$ cat config.mk
export PLATFORM = sky130hd
export DESIGN_NAME = first_fit_block_allocator_top
export DESIGN_NICKNAME = d
export VERILOG_FILES = /design/src/sv/ffba_pkg.sv /design/src/sv/ffba_table.sv /design/src/sv/first_fit_block_allocator_top.sv
export SDC_FILE = /design/constraint.sdc
export NUM_CORES = 2
export LEC_CHECK = 0
export BUFFER_PORTS_ARGS = -buffer_cell sky130_fd_sc_hd__buf_2
export CORE_MARGIN = 3
export CORE_UTILIZATION = 40
export CTS_BUF_LIST = sky130_fd_sc_hd__clkbuf_8 sky130_fd_sc_hd__clkbuf_16
export DETAILED_ROUTE_END_ITERATION = 8
export PLACE_DENSITY_LB_ADDON = 0.3
export SYNTH_ARGS = -nofsm -noshare
export SYNTH_HDL_FRONTEND = slang
export SYNTH_SLANG_ARGS = --single-unit
$ cat constraint.sdc
create_clock -name clock -period 15.4 [get_ports clock]
set_clock_uncertainty 0.2 [all_clocks]
set_input_delay 3.08 -clock clock [delete_from_list [all_inputs] [get_ports clock]]
set_output_delay 3.08 -clock clock [all_outputs]
set_load 0.03 [all_outputs]
$ cat src/sv/ffba_pkg.sv
`timescale 1ns / 1ps
package ffba_pkg;

   typedef struct packed {
      logic        opcode;
      logic [19:0] request_size;
      logic [18:0] block_addr;
   } req_type;

   typedef struct packed {
      logic [18:0] granted_addr;
      logic [2:0]  status;
   } rsp_type;

   localparam logic OP_ALLOC = 1'b0;
   localparam logic OP_FREE  = 1'b1;

   localparam logic [2:0] ST_OK      = 3'd0;
   localparam logic [2:0] ST_NOTABLE = 3'd1;
   localparam logic [2:0] ST_FULL    = 3'd2;
   localparam logic [2:0] ST_NOMEM   = 3'd3;
   localparam logic [2:0] ST_UNKNOWN = 3'd4;

   localparam int unsigned ALLOC_BASE = 32'h1010;
   localparam int unsigned GRANULE    = 16;

endpackage

$ cat src/sv/ffba_table.sv
`timescale 1ns / 1ps
// record memory: one write port, one registered read port
module ffba_table #(
   parameter int DEPTH = 64,
   parameter int AW    = 6,
   parameter int DW    = 41
) (
   input  logic          clock,
   input  logic          wr_en,
   input  logic [AW-1:0] wr_addr,
   input  logic [DW-1:0] wr_data,
   input  logic [AW-1:0] rd_addr,
   output logic [DW-1:0] rd_data
);
   logic [DW-1:0] mem [DEPTH];

   // write and registered read
   always_ff @(posedge clock) begin
      if (wr_en) begin
         mem[wr_addr] <= wr_data;
      end
      rd_data <= mem[rd_addr];
   end
endmodule

$ cat src/sv/first_fit_block_allocator_top.sv
`timescale 1ns / 1ps
// First-fit allocator over an address-sorted record table held in one
// single-port-write, registered-read memory. Busy is high from the cycle
// after start is taken until the result strobe. An item scans the table one
// record at a time, in a read state and then a compare state. An allocate
// that splits then shifts the tail up one record. A free that merges shifts
// the tail down once or twice. Each moved record takes a read state and a
// write state. With no table the item goes straight to the done state. The
// slowest item is a free near the head of a full table that merges on both
// sides. The result is shown on rsp_ for exactly one cycle with rsp_valid
// and cannot be stalled. A csr_ write is taken only while idle and rebuilds
// the table as a single free record. A limit of zero means no table.
module first_fit_block_allocator_top #(
   parameter int RAM_BYTES   = 524288,
   parameter int MAX_RECORDS = 64
) (
   input  logic                clock,
   input  logic                reset,
   input  logic                start,
   output logic                busy,
   input  ffba_pkg::req_type   req_item,
   output logic                rsp_valid,
   output ffba_pkg::rsp_type   rsp_item,
   input  logic                csr_valid,
   output logic                csr_ready,
   input  logic [6:0]          csr_data
);
   import ffba_pkg::*;

   localparam int AW = (MAX_RECORDS > 1) ? $clog2(MAX_RECORDS) : 1;
   localparam int CW = $clog2(MAX_RECORDS + 1);
   localparam int SW = 21;   // sizes and addresses up to RAM_BYTES
   localparam int DW = 1 + SW + SW;

   // sequencer codes
   localparam logic [3:0] S_IDLE  = 4'd0;
   localparam logic [3:0] S_RD    = 4'd1;
   localparam logic [3:0] S_CMP   = 4'd2;
   localparam logic [3:0] S_UPRD  = 4'd3;
   localparam logic [3:0] S_UPWR  = 4'd4;
   localparam logic [3:0] S_SPLIT = 4'd5;
   localparam logic [3:0] S_NXRD  = 4'd6;
   localparam logic [3:0] S_NXCK  = 4'd7;
   localparam logic [3:0] S_PVRD  = 4'd8;
   localparam logic [3:0] S_PVCK  = 4'd9;
   localparam logic [3:0] S_DNRD  = 4'd10;
   localparam logic [3:0] S_DNWR  = 4'd11;
   localparam logic [3:0] S_DONE  = 4'd12;

   logic [3:0]    state_ff, state_in;
   logic [CW-1:0] count_ff, count_in;
   logic [6:0]    limit_ff, limit_in;
   logic [CW-1:0] idx_ff, idx_in;     // current record
   logic [CW-1:0] hit_ff, hit_in;     // matched record
   logic [CW-1:0] drop_ff, drop_in;   // record being removed
   logic          op_ff, op_in;
   logic [SW-1:0] need_ff, need_in;
   logic [SW-1:0] key_ff, key_in;
   logic [SW-1:0] acc_ff, acc_in;     // merged size of hit record
   logic [SW-1:0] haddr_ff, haddr_in;
   logic          merged_ff, merged_in; // next already merged
   rsp_type       rsp_ff, rsp_in;
   logic          rspv_ff, rspv_in;

   logic          wr_en;
   logic [AW-1:0] wr_addr, rd_addr;
   logic [DW-1:0] wr_data, rd_data;
   logic          r_free;
   logic [SW-1:0] r_addr, r_size;
   logic [SW:0]   need_sum;
   logic [CW-1:0] cap;

   ffba_table #(.DEPTH(MAX_RECORDS), .AW(AW), .DW(DW)) u_table (
      .clock, .wr_en, .wr_addr, .wr_data, .rd_addr, .rd_data
   );

   assign {r_free, r_addr, r_size} = rd_data;
   assign need_sum = {1'b0, req_item.request_size} + (SW+1)'(GRANULE - 1);
   assign cap = (32'(limit_ff) > MAX_RECORDS) ? CW'(MAX_RECORDS) : CW'(limit_ff);
   assign busy      = (state_ff != S_IDLE);
   assign csr_ready = (state_ff == S_IDLE) && !start;
   assign rsp_valid = rspv_ff;
   assign rsp_item  = rsp_ff;

   // sequencer
   always_comb begin
      state_in = state_ff; count_in = count_ff; limit_in = limit_ff;
      idx_in = idx_ff; hit_in = hit_ff; drop_in = drop_ff; op_in = op_ff;
      need_in = need_ff; key_in = key_ff; acc_in = acc_ff;
      haddr_in = haddr_ff; merged_in = merged_ff;
      rsp_in = rsp_ff; rspv_in = 1'b0;
      wr_en = 1'b0; wr_addr = '0; wr_data = '0;
      rd_addr = idx_ff[AW-1:0];
      unique case (state_ff)
         S_IDLE: begin
            if (csr_valid && csr_ready) begin
               limit_in = csr_data;
               if (csr_data == 7'd0) begin
                  count_in = '0;
               end else begin
                  count_in = CW'(1);
                  wr_en = 1'b1;
                  wr_data = {1'b1, SW'(ALLOC_BASE), SW'(RAM_BYTES - ALLOC_BASE)};
               end
            end else if (start) begin
               op_in = req_item.opcode;
               need_in = {need_sum[SW:4], 4'b0} == '0 ? SW'(GRANULE)
                                                      : {need_sum[SW-1:4], 4'b0};
               if (need_sum[SW]) need_in = {1'b1, {(SW-1){1'b0}}};
               key_in = {2'b0, req_item.block_addr};
               idx_in = '0;
               merged_in = 1'b0;
               if (limit_ff == 7'd0) begin
                  rsp_in = '{granted_addr: '0, status: ST_NOTABLE};
                  state_in = S_DONE;
               end else begin
                  state_in = S_RD;
               end
            end
         end
         S_RD: begin
            if (idx_ff >= count_ff) begin
               rsp_in = '{granted_addr: '0,
                          status: (op_ff == OP_ALLOC) ? ST_NOMEM : ST_UNKNOWN};
               state_in = S_DONE;
            end else begin
               state_in = S_CMP;
            end
         end
         S_CMP: begin
            state_in = S_RD;
            idx_in = idx_ff + CW'(1);
            hit_in = idx_ff;
            haddr_in = r_addr;
            if (op_ff == OP_ALLOC) begin
               if (r_free && r_size >= need_ff) begin
                  if (r_size == need_ff) begin
                     wr_en = 1'b1; wr_addr = idx_ff[AW-1:0];
                     wr_data = {1'b0, r_addr, r_size};
                     rsp_in = '{granted_addr: r_addr[18:0], status: ST_OK};
                     state_in = S_DONE;
                  end else if (count_ff >= cap) begin
                     rsp_in = '{granted_addr: '0, status: ST_FULL};
                     state_in = S_DONE;
                  end else begin
                     acc_in = r_size - need_ff;
                     idx_in = count_ff;
                     state_in = S_UPRD;
                  end
               end
            end else if (!r_free && r_addr == key_ff) begin
               acc_in = r_size;
               wr_en = 1'b1; wr_addr = idx_ff[AW-1:0];
               wr_data = {1'b1, r_addr, r_size};
               idx_in = idx_ff + CW'(1);
               state_in = S_NXRD;
            end
         end
         // shift tail up one record, from the end down to hit+1
         S_UPRD: begin
            if (idx_ff == hit_ff + CW'(1)) begin
               state_in = S_SPLIT;
            end else begin
               rd_addr = AW'(idx_ff - CW'(1));
               state_in = S_UPWR;
            end
         end
         S_UPWR: begin
            wr_en = 1'b1; wr_addr = idx_ff[AW-1:0]; wr_data = rd_data;
            idx_in = idx_ff - CW'(1);
            state_in = S_UPRD;
         end
         S_SPLIT: begin
            wr_en = 1'b1; wr_addr = AW'(hit_ff + CW'(1));
            wr_data = {1'b1, haddr_ff + need_ff, acc_ff};
            count_in = count_ff + CW'(1);
            state_in = S_DONE;
            rsp_in = '{granted_addr: haddr_ff[18:0], status: ST_OK};
         end
         // free: look at the next record for a merge
         S_NXRD: begin
            if (idx_ff >= count_ff) begin
               state_in = S_PVRD;
            end else begin
               state_in = S_NXCK;
            end
         end
         S_NXCK: begin
            state_in = S_PVRD;
            if (r_free) begin
               acc_in = acc_ff + r_size;
               wr_en = 1'b1; wr_addr = hit_ff[AW-1:0];
               wr_data = {1'b1, haddr_ff, acc_ff + r_size};
               drop_in = idx_ff;
               merged_in = 1'b1;
               idx_in = idx_ff;
               state_in = S_DNRD;
            end
         end
         S_PVRD: begin
            if (hit_ff == '0) begin
               rsp_in = '{granted_addr: '0, status: ST_OK};
               state_in = S_DONE;
            end else begin
               rd_addr = AW'(hit_ff - CW'(1));
               state_in = S_PVCK;
            end
         end
         S_PVCK: begin
            rsp_in = '{granted_addr: '0, status: ST_OK};
            state_in = S_DONE;
            if (r_free) begin
               wr_en = 1'b1; wr_addr = AW'(hit_ff - CW'(1));
               wr_data = {1'b1, r_addr, r_size + acc_ff};
               drop_in = hit_ff;
               idx_in = hit_ff;
               merged_in = 1'b0;
               hit_in = '0;
               state_in = S_DNRD;
            end
         end
         // remove record drop: shift tail down one record
         S_DNRD: begin
            if (idx_ff + CW'(1) >= count_ff) begin
               count_in = count_ff - CW'(1);
               if (merged_ff) begin
                  merged_in = 1'b0;
                  state_in = S_PVRD;
               end else begin
                  rsp_in = '{granted_addr: '0, status: ST_OK};
                  state_in = S_DONE;
               end
            end else begin
               rd_addr = AW'(idx_ff + CW'(1));
               state_in = S_DNWR;
            end
         end
         S_DNWR: begin
            wr_en = 1'b1; wr_addr = idx_ff[AW-1:0]; wr_data = rd_data;
            idx_in = idx_ff + CW'(1);
            state_in = S_DNRD;
         end
         S_DONE: begin
            rspv_in = 1'b1;
            state_in = S_IDLE;
         end
         default: begin
            state_in = S_IDLE;
         end
      endcase
      // split head rewritten as used once the tail shift is done
      if (state_ff == S_UPRD && idx_ff == hit_ff + CW'(1)) begin
         wr_en = 1'b1; wr_addr = hit_ff[AW-1:0];
         wr_data = {1'b0, haddr_ff, need_ff};
      end
   end

   // registers
   always_ff @(posedge clock) begin
      if (reset) begin
         state_ff <= S_IDLE;
         count_ff <= '0;
         limit_ff <= '0;
         rspv_ff  <= 1'b0;
         merged_ff <= 1'b0;
      end else begin
         state_ff <= state_in;
         count_ff <= count_in;
         limit_ff <= limit_in;
         rspv_ff  <= rspv_in;
         merged_ff <= merged_in;
      end
      idx_ff <= idx_in; hit_ff <= hit_in; drop_ff <= drop_in; op_ff <= op_in;
      need_ff <= need_in; key_ff <= key_in; acc_ff <= acc_in;
      haddr_ff <= haddr_in; rsp_ff <= rsp_in;
   end

`ifndef SYNTHESIS
   a_strobe_idle: assert property (@(posedge clock) disable iff (reset)
      rspv_ff |-> state_ff == S_IDLE) else $error("strobe while busy");
   a_count_cap: assert property (@(posedge clock) disable iff (reset)
      count_ff <= CW'(MAX_RECORDS)) else $error("count over capacity");
   a_one_strobe: assert property (@(posedge clock) disable iff (reset)
      rspv_ff |=> !rspv_ff) else $error("double strobe");
   a_drop_range: assert property (@(posedge clock) disable iff (reset)
      state_ff == S_DNWR |-> drop_ff <= idx_ff) else $error("bad drop index");
`endif
endmodule

After elaboration in Yosys (flattened, before gate mapping) --
Memory sizes are Yosys's and may differ from the RTL's. A register that Yosys moved wholly into a read port is not among the register bits. Cells that the tools add are included.
Operators by class: $add $sub $neg 10, magnitude comparators 5, equal/unequal tests 32, multiplexer cells 93, bitwise logic cells 1, reduce and logical (&&, ||, !) cells 32
Operator list (count):
- 43-bit 2-to-1 mux | 7
- 43-bit one-hot mux with 6 select lines | 1
- 22-bit 2-to-1 mux | 11
- 22-bit one-hot mux with 7 select lines | 1
- 21-bit 2-to-1 mux | 7
- 42-bit 2-to-1 mux | 2
- 7-bit 2-to-1 mux | 11
- 6-bit 2-to-1 mux | 10
- 4-bit one-hot mux with 12 select lines | 1
- 21-bit adder | 2
- 21-bit one-hot mux with 2 select lines | 1
- 4-bit 2-to-1 mux | 10
- 7-bit one-hot mux with 5 select lines | 1
- 6-bit one-hot mux with 5 select lines | 1
- 20-bit by 4-bit adder with 21-bit output (second input constant) | 1
- 7-bit by 1-bit adder with 7-bit output (second input constant) | 3
- 21-bit by 19-bit equality test with 1-bit output | 1
- 21-bit equality test | 1
- 21-bit greater-or-equal comparator | 1
- 7-bit greater-or-equal comparator | 3
- 7-bit logical NOT | 3
- 7-bit one-hot mux with 3 select lines | 1
- 21-bit subtractor | 1
- 4-bit equality test (second input constant) | 5
- 33 further kinds | 87
Word-level totals: flip-flop bits (word level) 139, memory bits (writable) 2752, bits of input ports 51, output and inout bits 25, word-level logic and storage cells 189, memories kept 1
Memories:
- u_table.mem | words 64, width 43, read ports 1, clocked after Yosys merged registers in 1, wr ports 1, RTL line ffba_table.sv:15 | logic [DW-1:0] mem [DEPTH];

Depth between registers and ports, before layout --
word-level depth 8, mapped depth 22, gate-level depth less buffers 16

By module --
A second synthesis with hierarchy kept.
Unflattened totals: cell total of the unflattened synthesis 5673, area total of the unflattened synthesis 116411.6 µm²
Modules (own cells, without submodules):
- ffba_table | times used 1, cells an instance 4428, area an instance 105299.7 µm², sequential area each 83500.1 µm²
- first_fit_block_allocator_top | times used 1, cells an instance 1245, area an instance 11111.9 µm², sequential area each 3853.7 µm²

Worst setup path before layout --
Ideal clock, no wire load.
path kind input-to-reg, start point input start, end point memory u_table.mem[46][0] in the netlist's numbering, enable pin, library setup time 0.444 ns, data arrival time 6.981 ns, required time 14.756 ns, slack 7.776 ns, stages on the path 8, path buffers 0, cell sequence nor2_1 > nand2_1 > a21oi_1 > or4_1 > o21ai_0 > nor2_1 > nand2_1 > nor2_1
On the way: cells in the longest elaborated chain, start to end 8
RTL lines:
- from (decl) | RTL line first_fit_block_allocator_top.sv:19 | input logic start,
- 1-bit logical NOT | RTL line first_fit_block_allocator_top.sv:81 | assign csr_ready = (state_ff == S_IDLE) && !start;
- 1-bit logical AND | RTL line first_fit_block_allocator_top.sv:81
- 1-bit logical AND | RTL line first_fit_block_allocator_top.sv:96 | if (csr_valid && csr_ready) begin
- 1-bit 2-to-1 mux | RTL line first_fit_block_allocator_top.sv:96
- 1-bit one-hot mux with 4 select lines | RTL line first_fit_block_allocator_top.sv:94 | unique case (state_ff)
- 1-bit 2-to-1 mux | RTL line first_fit_block_allocator_top.sv:252 | if (state_ff == S_UPRD && idx_ff == hit_ff + CW'(1)) begin
- 1-bit 2-to-1 mux | RTL line ffba_table.sv:19 | if (wr_en) begin
- 1-bit 2-to-1 mux (implied by the code) | RTL line ffba_table.sv:20 | mem[wr_addr] <= wr_data;
- to (decl) | RTL line ffba_table.sv:15
Every way passes these cells.

Worst setup path after layout --
start point register idx_ff[0], end point register u_table.rd_data[28] (read register of u_table.mem)
On the way: cells in the longest elaborated chain, start to end 4, elaborated cells on any way between the ends 8, classes of those cells add/sub (2); order compare (1); eq/ne (1); mux (4)
RTL lines:
- from (decl) | RTL line first_fit_block_allocator_top.sv:53 | logic [CW-1:0] idx_ff, idx_in;
- from (signal assigned) | RTL line first_fit_block_allocator_top.sv:273 | idx_ff <= idx_in; hit_ff <= hit_in; drop_ff <= drop_in; op_ff <= op_in;
- 7-bit by 1-bit adder with 7-bit output | RTL line first_fit_block_allocator_top.sv:224 | if (idx_ff + CW'(1) >= count_ff) begin
- 7-bit greater-or-equal comparator | RTL line first_fit_block_allocator_top.sv:224
- 6-bit 2-to-1 mux | RTL line first_fit_block_allocator_top.sv:224
- 6-bit one-hot mux with 3 select lines (*) | RTL line first_fit_block_allocator_top.sv:94
- to (decl) | RTL line ffba_table.sv:13 | output logic [DW-1:0] rd_data
Mark *: on every way between the ends. The rest lies on a longest branch, timed or not. A chain may end at the register's enable or synchronous reset.

==> reports/results.tsv <==
metric	value	unit
Synth top area share	71.6	%
power density over the cells	216	nW/um2
ys async rst share	0	%
Startpoint Class	flop	
min cycle time layout	8.30	ns
synthesized flop and latch total	2930	
synth top area cells	edfxtp_1 (72%), mux2i_1 (6.8%), nand2_1 (4.4%)	
Finished Core Util	45.7	%
most frequent cell after synthesis	edfxtp_1	
initial antenna violation count	11	
Netlist Area Pre-Place	120000	um2
CP Max Fanout	121	
Internal	18.1	mW
Net count, final	8389	
DR iter-0 viols	9148	
Pre-antenna DRT Iters	5	
first-pass GRT wire length	508000	um
Pleak	47.9	nW
share of post-route cells with drive strength above 1	13.4	%
VDD IR max	338	uV
Worst path top cell family by delay	compound AO/OA/AOI/OAI gates	
CTS resizes	0	
Layout Cells excl Fill	12400	
vias per cell	5.85	
Initial Utilization	40.4	%
crit path max-delay cell type	buf_4	
CP Capture Type	flop	
CP required	15.74	ns
Slew @ Worst Pin	1.43	ns
final hold viol count	0	
post-route ant nets	0	
Mapped Cells	8116	
portion of netlist area occupied by mux cells	9.07	%
Hold Path Class	reg -> reg	
Wirelength per Cell	28.8	um
Mapped Nets	8254	
post-CTS setup buffer count	0	
crit-path cells	ha_1 -> nand3_1 -> xnor2_1 -> ha_1 -> a211oi_1 -> o211ai_1 -> a21oi_1 -> a211o_1 -> o31ai_2 -> o21ai_4 -> buf_12 -> buf_4 -> mux2i_1 -> mux2i_1 -> a22o_1 -> nor4_2 -> nand4_1	
Rel. slew slack	4.62	%
Compound-Gate Fraction of Synth Area	5.17	%
crit share post-route	53.9	%
Synth Flop Type	edfxtp_1	
simple-gate share of the synthesized area	9.49	%
setup TNS	0	ns
multi-input logic area	31600	um2
Fmax	120	MHz
RSZ-0062 raised after global routing	no	
area leader, netlist	edfxtp_1	
largest net degree at the start of global routing	141	
Switching Fraction	38.6	%
Net Sw Power	11.4	mW
CTS tree	built	
hold bufs inserted after CTS	0	
syn_area_per_cell	14.8	um2
Root Buffer	clkbuf_16	
Pins Over Slew Limit	0	
floorplan die height	554	um
drt total wl	358000	um
register area share after synthesis	72.6	%
XOR/XNOR share of the synthesized area	0.713	%
Logic pwr share	39.5	%
Final Instance Area	136000	um2
GRT Total Usage	22.6	%
outcome	completed	
cell area after placement	126000	um2
Fillers	25700	
Max clock buf depth	4	
critical setup path kind	reg -> reg	
Detail Placement HPWL	194000	um
number of synthesized flops with an enable pin	2867	
sequential fraction of design power	35.7	%
Die W	554	um
Worst EP arrival	8.64	ns
die area	307000	um2
row count	200	
Register Area	87400	um2
total grt overflow	0	
CP peak stage delay	0.96	ns
main combinational cell family by area after synthesis	simple AND/OR/NAND/NOR gates	
total power	29.4	mW
GP Congestion	0.866	
IO buf count	75	
maximum capacitance violations	0	
clk sink count	2930	
clock slew at reported path FFs	0.06	ns
final-report setup violation count	0	
Warnings, synthesis	0	
reg2reg setup slack	7.10	ns
Syn-to-layout area delta	13.2	%
DRC Markers	0	
core area	298000	um2
Clock Latency Late Sink	0.95	ns
cell total after placement	11900	
Clock Power Share	24.8	%
commonest cells in the netlist	edfxtp_1 (2867), nand2_1 (1411), mux2i_1 (821)	
I/O pin count	76	
vias in the first global route	70000	
crit path buf inv count	2	
Synth cell types	85	
Adder-Cell Fraction of Synth Area	0.938	%
H-tree levels	5	
Vias	72800	
total CTS buffers	321	
## worst reg2reg max path, delay by kind of cell (launching register included)
family | cells | cell delay [ns]
AO/OA/AOI/OAI | 7 | 2.10
flip-flops | 1 | 0.70
XOR/XNOR | 1 | 0.36
AND/OR/NAND/NOR | 3 | 1.60
adder cells (fa/ha/maj) | 2 | 0.69
multiplexers | 2 | 0.44
buffers and inverters | 2 | 1.80
## kinds of logic (layout without fill, tap and decap cells)
family / Yosys count / in the layout
AND/OR/NAND/NOR: 2531 / 2531
XOR/XNOR: 98 / 98
buffers and inverters: 542 / 911
AO/OA/AOI/OAI: 867 / 867
multiplexers: 1060 / 1060
other: 0 / 6
adder cells (fa/ha/maj): 88 / 88
flip-flops: 2930 / 2930
## flip-flops by register name, indices dropped and copies added, names as in the netlist, 17 cells and up
| name | cells |
|---|---|
| u_table.rd_data | 43 |
| acc_ff | 21 |
| haddr_ff | 21 |
| rsp_item | 22 |
| u_table.mem | 2752 |
| need_ff | 17 |
| key_ff | 19 |
## area by class of cell
type | count | area share [%]
flip-flops and latches | 2930 | 64.1
clock inverters | 215 | 1.14
well taps | 3939 | 3.62
repair buffers | 292 | 1.57
inverters | 62 | 0.171
clock buffers | 342 | 6.15
multi-input cells | 4644 | 23.2
diodes | 6 | 0.0110
## final timing paths
check / to / start / cells after the start
max: u_table.rd_data[28]$_DFF_P_ / idx_ff[0]$_DFFE_PP_ / 17
min: limit_ff[0]$_SDFFE_PP0P_ / limit_ff[0]$_SDFFE_PP0P_ / 2
max reg2reg: u_table.rd_data[28]$_DFF_P_ / idx_ff[0]$_DFFE_PP_ / 17
min reg2reg: limit_ff[0]$_SDFFE_PP0P_ / limit_ff[0]$_SDFFE_PP0P_ / 2
## metrics by stage
step	hold WS [ns]	setup WS (ns)
floorplan	0.232	7.78
detailed placement	0.268	7.09
global route	0.305	6.82
CTS	0.275	7.06
global placement	0.266	6.45
finish	0.272	7.10
## routing by layer
layer	vias up	share of wire (%)	track usage, %
li1	31300	-	-
met1	37300	42	32.2
met2	3480	45	35.1
met3	586	9.0	3.65
met4	4	3.8	8.04
met5	-	0.0067	0
## layout by cell type, fill, tap and decap left out, types with 19 or more instances in the layout
cell type / n
edfxtp_1: 2867
nand2_1: 1401
mux2i_1: 821
nand3_1: 393
clkbuf_16: 326
and3_1: 273
mux2_2: 239
buf_4: 206
inv_1: 120
a311oi_1: 119
o22ai_1: 112
a21oi_1: 104
nor2_1: 102
a31oi_1: 98
ha_1: 83
buf_2: 75
a211oi_1: 72
nor2_4: 68
clkinv_1: 63
dfxtp_1: 63
o21ai_0: 58
a22o_1: 58
nor4_1: 56
xnor2_1: 54
nand4_1: 54
clkinv_2: 47
xor2_1: 44
nor3_1: 41
a21o_1: 33
nor4_2: 31
nor2b_1: 22
bufinv_16: 22
o21ai_4: 19
## power by group through the flow
stage               registers, mW  logic, mW  clock network (mW)
finish                       10.5       11.6                7.30
global route                 10.5       12.3                7.72
floorplan                    10.6       7.24                   0
CTS                          10.5       11.6                7.41
global placement             10.6       11.4                   0
detailed placement           10.7       11.6                   0
(Power assumes the default switching activity.)
